--- src/rtl/core/drive_power_state_sequencer_defines.svh ---
// ----------------------------------------------------------------------------
// Drive power state sequencer assertion macros
// Concurrent check helpers shared by the sequencer RTL.
// ----------------------------------------------------------------------------
`ifndef DRIVE_POWER_STATE_SEQUENCER_DEFINES_SVH
`define DRIVE_POWER_STATE_SEQUENCER_DEFINES_SVH

// same-cycle implication, disabled in reset
`define DPSS_ASSERT_SAME(lbl, clk, rst_n, ante, cons, msg) \
    lbl: assert property (@(posedge clk) disable iff (!(rst_n)) (ante) |-> (cons)) \
        else $error(msg);

// next-cycle implication, disabled in reset
`define DPSS_ASSERT_NEXT(lbl, clk, rst_n, ante, cons, msg) \
    lbl: assert property (@(posedge clk) disable iff (!(rst_n)) (ante) |=> (cons)) \
        else $error(msg);

`endif

--- src/rtl/core/dpss_pkg.sv ---
// ----------------------------------------------------------------------------
// Drive power state sequencer package
// Codes, state encodings and control word constants.
// ----------------------------------------------------------------------------
`default_nettype none

package dpss_pkg;

    typedef enum logic [1:0] {
        KIND_OP     = 2'd0,
        KIND_STATUS = 2'd1,
        KIND_CTRL   = 2'd2,
        KIND_RSVD   = 2'd3
    } t_kind;

    typedef enum logic [1:0] {
        OP_START = 2'd0,
        OP_STOP  = 2'd1,
        OP_PAUSE = 2'd2,
        OP_INIT  = 2'd3
    } t_op;

    typedef enum logic [1:0] {
        ACT_NONE    = 2'd0,
        ACT_WRITE   = 2'd1,
        ACT_RD_STAT = 2'd2,
        ACT_RD_CTRL = 2'd3
    } t_action;

    typedef enum logic [2:0] {
        PS_OFF     = 3'd0,
        PS_READY   = 3'd1,
        PS_ON      = 3'd2,
        PS_RUN     = 3'd3,
        PS_QSTOP   = 3'd4,
        PS_FAULT   = 3'd5,
        PS_UNKNOWN = 3'd6
    } t_power_state;

    typedef logic [15:0] t_word;

    localparam logic [7:0] STATUS_MASK  = 8'h6F;
    localparam logic [7:0] ST_OFF_A     = 8'h40;
    localparam logic [7:0] ST_OFF_B     = 8'h60;
    localparam logic [7:0] ST_READY     = 8'h21;
    localparam logic [7:0] ST_ON        = 8'h23;
    localparam logic [7:0] ST_RUN       = 8'h27;
    localparam logic [7:0] ST_QSTOP     = 8'h07;
    localparam logic [7:0] ST_FAULT_A   = 8'h08;
    localparam logic [7:0] ST_FAULT_B   = 8'h28;

    localparam t_word CMD_STOP        = 16'h004D;
    localparam t_word CMD_PAUSE       = 16'h004B;
    localparam t_word MASK_SHUTDOWN   = 16'hFF7E;
    localparam t_word SET_SHUTDOWN    = 16'h0006;
    localparam t_word MASK_DISABLE_V  = 16'hFF7D;
    localparam t_word MASK_SWITCH_ON  = 16'hFF77;
    localparam t_word SET_SWITCH_ON   = 16'h0007;
    localparam t_word MASK_ENABLE_OP  = 16'hFF7F;
    localparam t_word SET_ENABLE_OP   = 16'h000F;
    localparam t_word MASK_QUICK_STOP = 16'hFF7B;
    localparam t_word SET_QUICK_STOP  = 16'h0002;
    localparam t_word SET_FAULT_RST   = 16'h0080;

endpackage

`default_nettype wire

--- src/rtl/core/drive_power_state_sequencer.sv ---
// ----------------------------------------------------------------------------
// Drive power state sequencer
// Turns operation requests and read-back status/control words into the next
// bus action and control word for a drive power state machine.
// ----------------------------------------------------------------------------
// Every input beat gives exactly one output beat. A beat is captured in an
// input register, decoded combinationally against the held power state and
// requested operation, and lands in the result register. One beat can be
// taken every cycle while the downstream side keeps m_axis_tready high. The
// result register frees as soon as the downstream side takes its beat, so
// s_axis_tready follows m_axis_tready combinationally through that stage.
`default_nettype none

`include "drive_power_state_sequencer_defines.svh"

module drive_power_state_sequencer (
    input  wire logic        i_clk,
    input  wire logic        i_rst_n,
    input  wire logic        s_axis_tvalid,
    output logic             s_axis_tready,
    input  wire logic [23:0] s_axis_tdata,   // [1:0] operation, [17:2] word
    input  wire logic [1:0]  s_axis_tuser,   // [1:0] kind
    output logic             m_axis_tvalid,
    input  wire logic        m_axis_tready,
    output logic [23:0]      m_axis_tdata,   // [15:0] command_word, [18:16] power_state_out
    output logic [1:0]       m_axis_tuser    // [1:0] action
);
    import dpss_pkg::*;

    // input register
    logic         r_in_valid;
    t_kind        r_in_kind;
    t_op          r_in_op;
    t_word        r_in_word;

    // result register
    logic         r_out_valid;
    t_action      r_out_action;
    t_word        r_out_cmd;
    t_power_state r_out_ps;

    // sequencer state
    t_power_state r_power_state;
    t_op          r_req_op;

    t_power_state n_power_state;
    t_op          n_req_op;
    t_action      n_action;
    t_word        n_cmd;

    logic         out_free;
    logic         adv;
    logic         in_fire;

    function automatic logic [7:0] s_byte(input t_word w);
        s_byte = w[7:0];
    endfunction

    assign out_free      = !r_out_valid || m_axis_tready;
    assign adv           = r_in_valid && out_free;
    assign s_axis_tready = !r_in_valid || out_free;
    assign in_fire       = s_axis_tvalid && s_axis_tready;

    always_ff @(posedge i_clk) begin
        if (!i_rst_n) begin
            r_in_valid <= 1'b0;
        end else if (s_axis_tready) begin
            r_in_valid <= s_axis_tvalid;
        end
        if (in_fire) begin
            r_in_kind <= t_kind'(s_axis_tuser);
            r_in_op   <= t_op'(s_axis_tdata[1:0]);
            r_in_word <= s_axis_tdata[17:2];
        end
    end

    always_comb begin
        logic [7:0] st;
        st            = s_byte(r_in_word);
        n_power_state = r_power_state;
        n_req_op      = r_req_op;
        n_action      = ACT_NONE;
        n_cmd         = '0;
        case (r_in_kind)
            KIND_OP: begin
                if (r_in_op != OP_INIT && r_in_op != r_req_op) begin
                    n_req_op = r_in_op;
                    case (r_in_op)
                        OP_STOP: begin
                            n_action = ACT_WRITE;
                            n_cmd    = CMD_STOP;
                        end
                        OP_PAUSE: begin
                            n_action = ACT_WRITE;
                            n_cmd    = CMD_PAUSE;
                        end
                        default: begin
                            n_action = ACT_RD_STAT;
                        end
                    endcase
                end
            end
            KIND_STATUS: begin
                case (st & STATUS_MASK)
                    ST_OFF_A, ST_OFF_B:     n_power_state = PS_OFF;
                    ST_READY:               n_power_state = PS_READY;
                    ST_ON:                  n_power_state = PS_ON;
                    ST_RUN:                 n_power_state = PS_RUN;
                    ST_QSTOP:               n_power_state = PS_QSTOP;
                    ST_FAULT_A, ST_FAULT_B: n_power_state = PS_FAULT;
                    default:                n_power_state = PS_UNKNOWN;
                endcase
                n_action = (n_power_state == PS_UNKNOWN) ? ACT_RD_STAT : ACT_RD_CTRL;
            end
            KIND_CTRL: begin
                case (r_power_state)
                    PS_OFF: begin
                        if (r_req_op == OP_START) begin
                            n_action = ACT_WRITE;
                            n_cmd    = (r_in_word & MASK_SHUTDOWN) | SET_SHUTDOWN;
                        end
                    end
                    PS_READY: begin
                        if (r_req_op == OP_STOP) begin
                            n_action = ACT_WRITE;
                            n_cmd    = r_in_word & MASK_DISABLE_V;
                        end else if (r_req_op == OP_START) begin
                            n_action = ACT_WRITE;
                            n_cmd    = (r_in_word & MASK_SWITCH_ON) | SET_SWITCH_ON;
                        end
                    end
                    PS_ON, PS_QSTOP: begin
                        if (r_req_op == OP_STOP) begin
                            n_action = ACT_WRITE;
                            n_cmd    = r_in_word & MASK_DISABLE_V;
                        end else if (r_req_op == OP_START) begin
                            n_action = ACT_WRITE;
                            n_cmd    = (r_in_word & MASK_ENABLE_OP) | SET_ENABLE_OP;
                        end
                    end
                    PS_RUN: begin
                        if (r_req_op == OP_STOP) begin
                            n_action = ACT_WRITE;
                            n_cmd    = r_in_word & MASK_DISABLE_V;
                        end else if (r_req_op == OP_PAUSE) begin
                            n_action = ACT_WRITE;
                            n_cmd    = (r_in_word & MASK_QUICK_STOP) | SET_QUICK_STOP;
                        end
                    end
                    PS_FAULT: begin
                        n_action = ACT_WRITE;
                        n_cmd    = r_in_word | SET_FAULT_RST;
                    end
                    default: begin
                        n_action = ACT_RD_STAT;
                    end
                endcase
            end
            default: begin
                n_action = ACT_NONE;
            end
        endcase
    end

    always_ff @(posedge i_clk) begin
        if (!i_rst_n) begin
            r_out_valid   <= 1'b0;
            r_power_state <= PS_UNKNOWN;
            r_req_op      <= OP_INIT;
        end else begin
            if (out_free) begin
                r_out_valid <= r_in_valid;
            end
            if (adv) begin
                r_power_state <= n_power_state;
                r_req_op      <= n_req_op;
            end
        end
        if (adv) begin
            r_out_action <= n_action;
            r_out_cmd    <= n_cmd;
            r_out_ps     <= n_power_state;
        end
    end

    assign m_axis_tvalid = r_out_valid;
    assign m_axis_tuser  = r_out_action;
    assign m_axis_tdata  = {5'd0, r_out_ps, r_out_cmd};

    // checks
    `DPSS_ASSERT_SAME(a_cmd_zero_unless_write, i_clk, i_rst_n,
        r_out_valid && r_out_action != ACT_WRITE, r_out_cmd == '0,
        "command word set without a write action")
    `DPSS_ASSERT_SAME(a_rd_ctrl_known_state, i_clk, i_rst_n,
        r_out_valid && r_out_action == ACT_RD_CTRL, r_out_ps != PS_UNKNOWN,
        "control word read requested in unknown power state")
    `DPSS_ASSERT_NEXT(a_req_op_sticky, i_clk, i_rst_n,
        r_req_op != OP_INIT, r_req_op != OP_INIT,
        "requested operation fell back to none")
    `DPSS_ASSERT_NEXT(a_ps_only_on_status, i_clk, i_rst_n,
        !(adv && r_in_kind == KIND_STATUS), $stable(r_power_state),
        "power state changed without a status beat")

endmodule

`default_nettype wire
--- config.mk ---
export PLATFORM = sky130hd
export DESIGN_NAME = drive_power_state_sequencer
export DESIGN_NICKNAME = d
export VERILOG_FILES = /design/src/rtl/core/dpss_pkg.sv /design/src/rtl/core/drive_power_state_sequencer.sv
export VERILOG_INCLUDE_DIRS = /design/src /design/src/rtl/core
export SDC_FILE = /design/constraint.sdc
export NUM_CORES = 1
export LEC_CHECK = 0
export BUFFER_PORTS_ARGS = -buffer_cell sky130_fd_sc_hd__buf_4
export CAP_MARGIN = 20
export CORE_ASPECT_RATIO = 1.75
export CORE_MARGIN = 3
export CORE_UTILIZATION = 40
export CTS_CLUSTER_SIZE = 40
export DETAILED_ROUTE_END_ITERATION = 10
export GPL_TIMING_DRIVEN = 0
export PLACE_DENSITY_LB_ADDON = 0.3
export SLEW_MARGIN = 30
export SYNTH_ARGS = -nofsm -noshare
export SYNTH_HDL_FRONTEND = slang
export SYNTH_SLANG_ARGS = --single-unit
--- constraint.sdc ---
create_clock -name i_clk -period 2.9 [get_ports i_clk]
set_input_delay 0.145 -clock i_clk [delete_from_list [all_inputs] [get_ports i_clk]]
set_output_delay 0.145 -clock i_clk [all_outputs]
set_load 0.05 [all_outputs]
==> impl_metrics.prom, run 1 <==
# TYPE chip_impl_metric gauge
chip_impl_metric{name="ys.warnings.count",unit=""} 0
chip_impl_info{name="clock_tree.root_cell",value="sky130_fd_sc_hd__clkbuf_8"} 1
chip_impl_metric{name="final_max_slew_viol_count",unit=""} 0
chip_impl_metric{name="initial_utilization",unit="%"} 42.0
chip_impl_metric{name="vdd.ir_drop.worst",unit="mV"} 0.305
chip_impl_metric{name="finish.net_count",unit=""} 281
chip_impl_metric{name="crit_path_arrival_time",unit="ps"} 1730
chip_impl_metric{name="die_y",unit="um"} 105
chip_impl_metric{name="max_slew.worst_pin.slew",unit="ps"} 833
chip_impl_metric{name="die_footprint",unit="um^2"} 6630
chip_impl_metric{name="synthesis.area_per_instance",unit="um^2"} 11.7
chip_impl_info{name="type_of_the_most_critical_hold_path",value="input port to register"} 1
chip_impl_metric{name="coreArea",unit="um^2"} 5390
chip_impl_metric{name="length_in_cells_of_the_worst_reg_to_reg_path",unit=""} 5
chip_impl_info{name="outcome",value="completed"} 1
chip_impl_info{name="critical_path.startpoint",value="r_power_state[1]"} 1
chip_impl_metric{name="library_cells_used_by_synthesis",unit=""} 50
chip_impl_metric{name="remaining_number_of_nets_flagged_by_the_antenna_check_after_routing",unit=""} 0
chip_impl_metric{name="rrSetupSlack",unit="ps"} 1210
chip_impl_metric{name="relative_slew_slack",unit="%"} 44.4
chip_impl_info{name="timing.critical_path.to",value="r_out_cmd[1]"} 1
chip_impl_metric{name="maxClockFrequency",unit="GHz"} 0.590
chip_impl_metric{name="drtPass1Iterations",unit=""} 4
chip_impl_info{name="worstSetupStartpointType",value="register"} 1
chip_impl_metric{name="antenna_found_initial",unit=""} 0
chip_impl_metric{name="die_width",unit="um"} 62.8
chip_impl_metric{name="max-cap-violations",unit=""} 0
chip_impl_metric{name="vias",unit=""} 1592
chip_impl_metric{name="holdWs",unit="ps"} 23.3
chip_impl_info{name="mostFrequentLayoutCell",value="sky130_fd_sc_hd__buf_4"} 1
chip_impl_metric{name="grt_util_all_layers",unit="%"} 13.0
chip_impl_metric{name="worstPathMaxFanout",unit=""} 10
chip_impl_metric{name="hold_viol_final",unit=""} 0
chip_impl_metric{name="area_delta_synth_final",unit="%"} 23.1
chip_impl_metric{name="setup_total_negative_slack",unit="ps"} 0
chip_impl_info{name="criticalPathCategory",value="register to register"} 1
chip_impl_metric{name="boundaryPins",unit=""} 58
chip_impl_metric{name="gp_routability_congestion",unit=""} 0.849
chip_impl_metric{name="routed_wl",unit="mm"} 4.19
chip_impl_metric{name="grt_overflow_total",unit=""} 0
chip_impl_metric{name="syn_area",unit="um^2"} 2260
chip_impl_metric{name="final_period_minus_worst_setup_slack",unit="ps"} 1690
chip_impl_metric{name="cts.htree.levels",unit=""} 2
chip_impl_metric{name="synth-seq-area-share",unit="%"} 59.3
chip_impl_info{name="endpoint_kind",value="register"} 1
chip_impl_metric{name="clock_latency",unit="ps"} 290
chip_impl_metric{name="largest_net_degree_at_the_start_of_global_routing",unit=""} 22
chip_impl_metric{name="detail_route.wl_per_cell",unit="um"} 13.0
chip_impl_metric{name="drt_first_iter_violations",unit=""} 44
chip_impl_metric{name="netlist_instances",unit=""} 193
chip_impl_info{name="synth-main-ff-cell",value="sky130_fd_sc_hd__edfxtp_1"} 1
chip_impl_metric{name="register_bit_count_reported_by_yosys",unit=""} 47
chip_impl_metric{name="leakage",unit="nW"} 1.11
chip_impl_metric{name="cts-resized-gates",unit=""} 0
chip_impl_metric{name="cts_hold_buffers",unit=""} 0
chip_impl_metric{name="cts.clk_slew.worst_paths",unit="ps"} 80
chip_impl_metric{name="first_global_vias",unit=""} 1463
chip_impl_info{name="tritoncts",value="built"} 1
chip_impl_metric{name="antenna-diode-count",unit=""} 0
chip_impl_info{name="final_cell_mix",value="sky130_fd_sc_hd__buf_4, sky130_fd_sc_hd__edfxtp_1, sky130_fd_sc_hd__and2_1, sky130_fd_sc_hd__nand2_1, sky130_fd_sc_hd__inv_1"} 1
chip_impl_metric{name="clock_path_buffers",unit=""} 2
chip_impl_metric{name="cts_buffer_count",unit=""} 5
chip_impl_metric{name="number_of_enable_flip_flop_cells_after_synthesis",unit=""} 40
chip_impl_metric{name="pwr_density",unit="nW/um^2"} 482
chip_impl_info{name="worstReg2RegStart",value="r_power_state[1]"} 1
chip_impl_metric{name="finalCritPeriodShare",unit="%"} 58.4
chip_impl_metric{name="remaining_drc_errors",unit=""} 0
chip_impl_metric{name="detailed_place_hpwl",unit="mm"} 3.11
chip_impl_metric{name="drive_gt1_share",unit="%"} 26.5
chip_impl_info{name="worstReg2RegEnd",value="r_out_cmd[1]"} 1
chip_impl_metric{name="rows",unit=""} 35
chip_impl_metric{name="clock_skew",unit="ps"} 4.59
chip_impl_metric{name="finalSetupViolations",unit=""} 0
chip_impl_metric{name="crit_required",unit="ps"} 2940
chip_impl_info{name="grt_setup_unrepaired",value="no"} 1
chip_impl_metric{name="via_per_inst",unit=""} 4.93
chip_impl_metric{name="postCtsSetupRepairBufs",unit=""} 0
chip_impl_metric{name="async_reset_ff_share",unit="%"} 0
chip_impl_metric{name="clkSinkCount",unit=""} 47
chip_impl_metric{name="global_route_wire_length_before_repair",unit="mm"} 6.71
chip_impl_metric{name="io_buffer_count",unit=""} 44
## per-layer routing
metal / global-route usage, % / wire length (um)
met5: 0 / 0
met4: 6.64 / 106
met3: 2.24 / 202
met2: 24.1 / 2350
met1: 13.8 / 1540
## cell usage after synthesis (2+ instances only)
master | instances | share of area [%]
sky130_fd_sc_hd__nand3_1 | 4 | 0.88
sky130_fd_sc_hd__and3_1 | 2 | 0.55
sky130_fd_sc_hd__and2_1 | 12 | 3.3
sky130_fd_sc_hd__ha_1 | 3 | 1.7
sky130_fd_sc_hd__o31ai_1 | 2 | 0.66
sky130_fd_sc_hd__o311ai_1 | 2 | 0.77
sky130_fd_sc_hd__a32o_1 | 2 | 0.88
sky130_fd_sc_hd__nor3b_1 | 2 | 0.66
sky130_fd_sc_hd__nand2b_1 | 6 | 1.7
sky130_fd_sc_hd__edfxtp_1 | 40 | 53
sky130_fd_sc_hd__a22oi_1 | 2 | 0.66
sky130_fd_sc_hd__or4_1 | 2 | 0.66
sky130_fd_sc_hd__o21ai_0 | 3 | 0.66
sky130_fd_sc_hd__inv_1 | 10 | 1.7
sky130_fd_sc_hd__a31oi_1 | 2 | 0.55
sky130_fd_sc_hd__clkbuf_1 | 8 | 1.3
sky130_fd_sc_hd__o22ai_1 | 2 | 0.55
sky130_fd_sc_hd__buf_2 | 3 | 0.66
sky130_fd_sc_hd__buf_4 | 6 | 2.0
sky130_fd_sc_hd__nor3_1 | 4 | 0.88
sky130_fd_sc_hd__o21ai_1 | 6 | 1.3
sky130_fd_sc_hd__a21o_1 | 2 | 0.66
sky130_fd_sc_hd__nor2b_1 | 6 | 1.7
sky130_fd_sc_hd__or3_1 | 3 | 0.83
sky130_fd_sc_hd__a21oi_1 | 5 | 1.1
sky130_fd_sc_hd__nand3b_1 | 3 | 1.0
sky130_fd_sc_hd__nor2_1 | 8 | 1.3
sky130_fd_sc_hd__xor2_1 | 3 | 1.2
sky130_fd_sc_hd__buf_6 | 2 | 1.0
sky130_fd_sc_hd__dfxtp_1 | 7 | 6.2
sky130_fd_sc_hd__o211ai_1 | 2 | 0.66
sky130_fd_sc_hd__nand2_1 | 11 | 1.8
## power breakdown
part           internal [mW]  leakage, nW  switching [mW]
logic                 0.0667        0.631           0.126
clock network          0.168       0.0412           0.201
registers              0.767        0.442          0.0124
total                   1.00         1.11           0.340
## critical path: stages, from the launching register on
cell                       delay (ps)
sky130_fd_sc_hd__dfxtp_1          510
sky130_fd_sc_hd__clkbuf_1         370
sky130_fd_sc_hd__a21oi_1          120
sky130_fd_sc_hd__o21a_1           180
sky130_fd_sc_hd__a21oi_1          150
sky130_fd_sc_hd__o32ai_1           90
## worst min-delay path by stage
stage / depth (start not counted) / startpoint / slack, ps / end
after floorplan: 0 / s_axis_tuser[0] / 240 / r_in_kind[0]
after global placement: 1 / s_axis_tdata[10] / 320 / r_in_word[8]
after detailed placement: 1 / s_axis_tdata[14] / 320 / r_in_word[12]
after CTS: 1 / s_axis_tdata[12] / 10 / r_in_word[10]
after global routing: 1 / s_axis_tdata[15] / 8 / r_in_word[13]
final: 1 / s_axis_tdata[2] / 20 / r_in_word[0]
## state kept, by name (all words and copies together) (netlist names)
register and count:
r_out_cmd 16, r_out_ps 3, r_in_kind 2, r_req_op 2
r_in_word 15, m_axis_tuser 2, m_axis_tvalid 1, r_power_state 3
r_in_op 2, r_in_valid 1
## through the flow
step                std cells  utilization, %  instance area, um^2  worst slack [ps]  total power, mW
floorplan                 197               -                 2280               829            0.926
global placement          315            50.1                 2700              1260            0.983
detailed placement        315            50.1                 2700              1230            0.988
CTS                       323            51.7                 2790              1210             1.36
global route              323            51.7                 2790              1120             1.39
finish                    323            51.7                 2790              1210             1.34
## cells by family (layout without fill, tap and decap cells)
family                   count (synthesis)  count (layout)  synth area share, %
AO/OA/AOI/OAI                           41              41                 13.3
XOR/XNOR                                 3               3                 1.16
adder cells (fa/ha/maj)                  3               3                 1.66
buffers and inverters                   29              81                 6.64
flip-flops                              47              47                 59.3
other                                    1               5                0.166
AND/OR/NAND/NOR                         69              69                 17.8
## layout make-up
| class | count | area [um^2] |
|---|---|---|
| fill | 506 | 2600 |
| sequential | 47 | 1340 |
| multi-input combinational | 121 | 786 |
| timing repair buffer | 44 | 330 |
| buffer | 19 | 113 |
| tap | 74 | 92.6 |
| clock buffer | 6 | 72.6 |
| inverter | 10 | 37.5 |
| clock inverter | 2 | 12.5 |
Power figures use the tool's default switching activity.
==> run 2, diff against run 1 <==
==> constraint.sdc (replaced) <==
create_clock -name i_clk -period 1.6 [get_ports i_clk]
set_input_delay 0.08 -clock i_clk [delete_from_list [all_inputs] [get_ports i_clk]]
set_output_delay 0.08 -clock i_clk [all_outputs]
set_load 0.05 [all_outputs]
==> impl_metrics.prom, run 2 (synthesized netlist as in run 1, its figures left out) <==
# TYPE chip_impl_metric gauge
chip_impl_metric{name="largest_net_degree_at_the_start_of_global_routing",unit=""} 22
chip_impl_metric{name="worstPathMaxFanout",unit=""} 9
chip_impl_metric{name="rrSetupSlack",unit="ps"} 30
chip_impl_metric{name="slack_of_the_critical_path",unit="ps"} 32.3
chip_impl_info{name="type_of_the_most_critical_hold_path",value="input port to register"} 1
chip_impl_info{name="largest_register",value="r_out_cmd"} 1
chip_impl_metric{name="remaining_drc_errors",unit=""} 0
chip_impl_metric{name="leakage",unit="nW"} 1.30
chip_impl_metric{name="die_y",unit="um"} 105
chip_impl_metric{name="via_per_inst",unit=""} 4.97
chip_impl_metric{name="io_buffer_count",unit=""} 44
chip_impl_metric{name="setup_total_negative_slack",unit="ps"} 0
chip_impl_info{name="criticalPathCategory",value="register to register"} 1
chip_impl_metric{name="hold_viol_final",unit=""} 0
chip_impl_info{name="mostFrequentLayoutCell",value="sky130_fd_sc_hd__buf_4"} 1
chip_impl_info{name="timing.critical_path.to",value="r_out_ps[0]"} 1
chip_impl_metric{name="placedCellCount",unit=""} 315
chip_impl_metric{name="drt_first_iter_violations",unit=""} 32
chip_impl_metric{name="length_in_cells_of_the_worst_reg_to_reg_path",unit=""} 5
chip_impl_metric{name="critical_path.n_buffers_inverters",unit=""} 1
chip_impl_metric{name="grt_util_all_layers",unit="%"} 13.8
chip_impl_metric{name="crit_required",unit="ps"} 1730
chip_impl_metric{name="cts_buffer_count",unit=""} 5
chip_impl_metric{name="power.combinational.fraction",unit="%"} 15.9
chip_impl_metric{name="crit_path_arrival_time",unit="ps"} 1700
chip_impl_info{name="slowest_stage",value="sky130_fd_sc_hd__edfxtp_1"} 1
chip_impl_metric{name="remaining_number_of_nets_flagged_by_the_antenna_check_after_routing",unit=""} 0
chip_impl_metric{name="cts.clk_slew.worst_paths",unit="ps"} 90
chip_impl_metric{name="vdd.ir_drop.worst",unit="mV"} 0.439
chip_impl_metric{name="maxClockFrequency",unit="GHz"} 0.638
chip_impl_info{name="critical_path.top_delay_family",value="flip-flops"} 1
chip_impl_metric{name="max-cap-violations",unit=""} 0
chip_impl_metric{name="pwr_density",unit="nW/um^2"} 848
chip_impl_info{name="final_cell_mix",value="sky130_fd_sc_hd__buf_4, sky130_fd_sc_hd__edfxtp_1, sky130_fd_sc_hd__dlygate4sd3_1, sky130_fd_sc_hd__and2_1, sky130_fd_sc_hd__nand2_1"} 1
chip_impl_info{name="worstReg2RegEnd",value="r_out_ps[0]"} 1
chip_impl_info{name="reg_top3",value="r_out_cmd x16, r_in_word x15"} 1
chip_impl_metric{name="area_delta_synth_final",unit="%"} 41.2
chip_impl_metric{name="finalCritPeriodShare",unit="%"} 98.0
chip_impl_metric{name="antenna_found_initial",unit=""} 0
chip_impl_metric{name="coreArea",unit="um^2"} 5390
chip_impl_metric{name="power.internal",unit="mW"} 2.04
chip_impl_metric{name="routed_wl",unit="mm"} 4.69
chip_impl_metric{name="seq_power_share",unit="%"} 52.5
chip_impl_metric{name="finalSetupViolations",unit=""} 0
chip_impl_info{name="worstSetupStartpointType",value="register"} 1
chip_impl_metric{name="initial_utilization",unit="%"} 42.0
chip_impl_info{name="endpoint_kind",value="register"} 1
chip_impl_metric{name="timing.critical_path.depth",unit=""} 5
chip_impl_metric{name="first_global_vias",unit=""} 1578
chip_impl_metric{name="power.share.switching",unit="%"} 24.8
chip_impl_metric{name="die_footprint",unit="um^2"} 6630
chip_impl_metric{name="instances_no_fill",unit=""} 351
chip_impl_metric{name="detail_route.wl_per_cell",unit="um"} 13.4
chip_impl_metric{name="gp_routability_congestion",unit=""} 0.847
chip_impl_metric{name="antenna-diode-count",unit=""} 0
chip_impl_metric{name="die_width",unit="um"} 62.8
chip_impl_metric{name="clock_skew",unit="ps"} 6.14
chip_impl_metric{name="clock_path_buffers",unit=""} 2
chip_impl_info{name="clock_tree.root_cell",value="sky130_fd_sc_hd__clkbuf_8"} 1
chip_impl_metric{name="clock_power_share",unit="%"} 31.6
chip_impl_metric{name="switchingPower",unit="mW"} 0.671
chip_impl_info{name="tritoncts",value="built"} 1
chip_impl_metric{name="vias",unit=""} 1744
chip_impl_info{name="crit_chain",value="buf_4 > nand3_1 > nor4b_1 > a21oi_1 > o21ai_1"} 1
chip_impl_metric{name="final_max_slew_viol_count",unit=""} 0
chip_impl_metric{name="boundaryPins",unit=""} 58
chip_impl_metric{name="p_total",unit="mW"} 2.71
chip_impl_metric{name="detailed_place_hpwl",unit="mm"} 3.08
chip_impl_metric{name="rows",unit=""} 35
chip_impl_info{name="grt_setup_unrepaired",value="yes"} 1
chip_impl_metric{name="drive_gt1_share",unit="%"} 35.4
chip_impl_metric{name="place_worst_setup_slack",unit="ps"} -64.9
chip_impl_metric{name="grt_overflow_total",unit=""} 0
chip_impl_metric{name="cts.htree.levels",unit=""} 2
chip_impl_info{name="critical_path.startpoint",value="r_in_word[0]"} 1
chip_impl_metric{name="max_reg_flops",unit=""} 16
chip_impl_metric{name="worst_path_largest_cell_delay",unit="ps"} 490
chip_impl_info{name="outcome",value="completed"} 1
chip_impl_metric{name="drtPass1Iterations",unit=""} 4
chip_impl_metric{name="finish.net_count",unit=""} 309
chip_impl_info{name="worstReg2RegStart",value="r_in_word[0]"} 1
chip_impl_metric{name="global_route_wire_length_before_repair",unit="mm"} 7.20
chip_impl_metric{name="clkSinkCount",unit=""} 47
chip_impl_metric{name="final_period_minus_worst_setup_slack",unit="ps"} 1570
chip_impl_metric{name="clock_latency",unit="ps"} 300
==> run 2: changes by cell type in the layout (fill, tap and decap cells not counted), sizes merged <==
cell and delta:
buf +15, bufinv +1, clkbuf -8, clkinv +1, clkinvlp +1, dlygate4sd3 +19
inv -1
==> run 2: stage by stage <==
stage                     area, um^2  utilization (%)  hold slack (ps)
after floorplan                 2280                -              179
after global placement          2710             50.2              258
after detailed placement        2710             50.2              259
after CTS                       3020             56.1             16.8
after global routing            3190             59.3             26.8
final                           3190             59.3             25.7
==> run 2: routing by layer <==
| layer | GRT usage, % | vias to the layer above | share of wire [%] |
|---|---|---|---|
| met1 | 14.1 | 821 | 35 |
| met4 | 6.32 | 0 | 3.8 |
| li1 | - | 854 | - |
| met2 | 26.7 | 54 | 57 |
| met5 | 0 | - | 0 |
| met3 | 2.35 | 15 | 4.5 |
==> run 2: how the worst min path moves through the flow <==
stage                          start             to  cells after the start
floorplan            s_axis_tuser[0]   r_in_kind[0]                      0
global placement    s_axis_tdata[13]  r_in_word[11]                      1
detailed placement  s_axis_tdata[13]  r_in_word[11]                      1
CTS                    s_axis_tvalid     r_in_valid                      3
global route           s_axis_tvalid     r_in_valid                      3
finish                 s_axis_tvalid     r_in_valid                      3
==> run 2: power groups by stage <==
stage / Clock (mW) / Sequential (mW) / Combinational, mW
6_report: 0.856 / 1.42 / 0.431
5_1_grt: 0.906 / 1.43 / 0.461
4_1_cts: 0.877 / 1.42 / 0.388
3_5_place_dp: 0 / 1.44 / 0.351
3_3_place_gp: 0 / 1.44 / 0.345
2_1_floorplan: 0 / 1.52 / 0.161
==> run 2: timing repair <==
action                                  4_1_cts  5_1_grt
resized for setup                             3       29
buffers inserted                              2       10
hold endpoints to repair                     19        0
hold buffers                                 19        0
pin swaps                                     1        7
endpoints found under the setup margin        7       38
gates cloned                                  0        1
==> run 2: tightest hold or removal path, delay by kind of cell <==
kind                   cells  cell delay [ps]
AND/OR/NAND/NOR            1               90
AO/OA/AOI/OAI              1               30
buffers and inverters      1               80
==> run 2: layout make-up <==
| cell class | instances | area [um^2] |
|---|---|---|
| well taps | 74 | 92.6 |
| repair buffers | 75 | 614 |
| fillers | 442 | 2190 |
| plain buffers | 15 | 118 |
| clock buffers | 5 | 68.8 |
| repair inverters | 1 | 7.51 |
| multi-input cells | 121 | 863 |
| flip-flops and latches | 47 | 1350 |
| clock inverters | 3 | 43.8 |
| inverters | 10 | 41.3 |
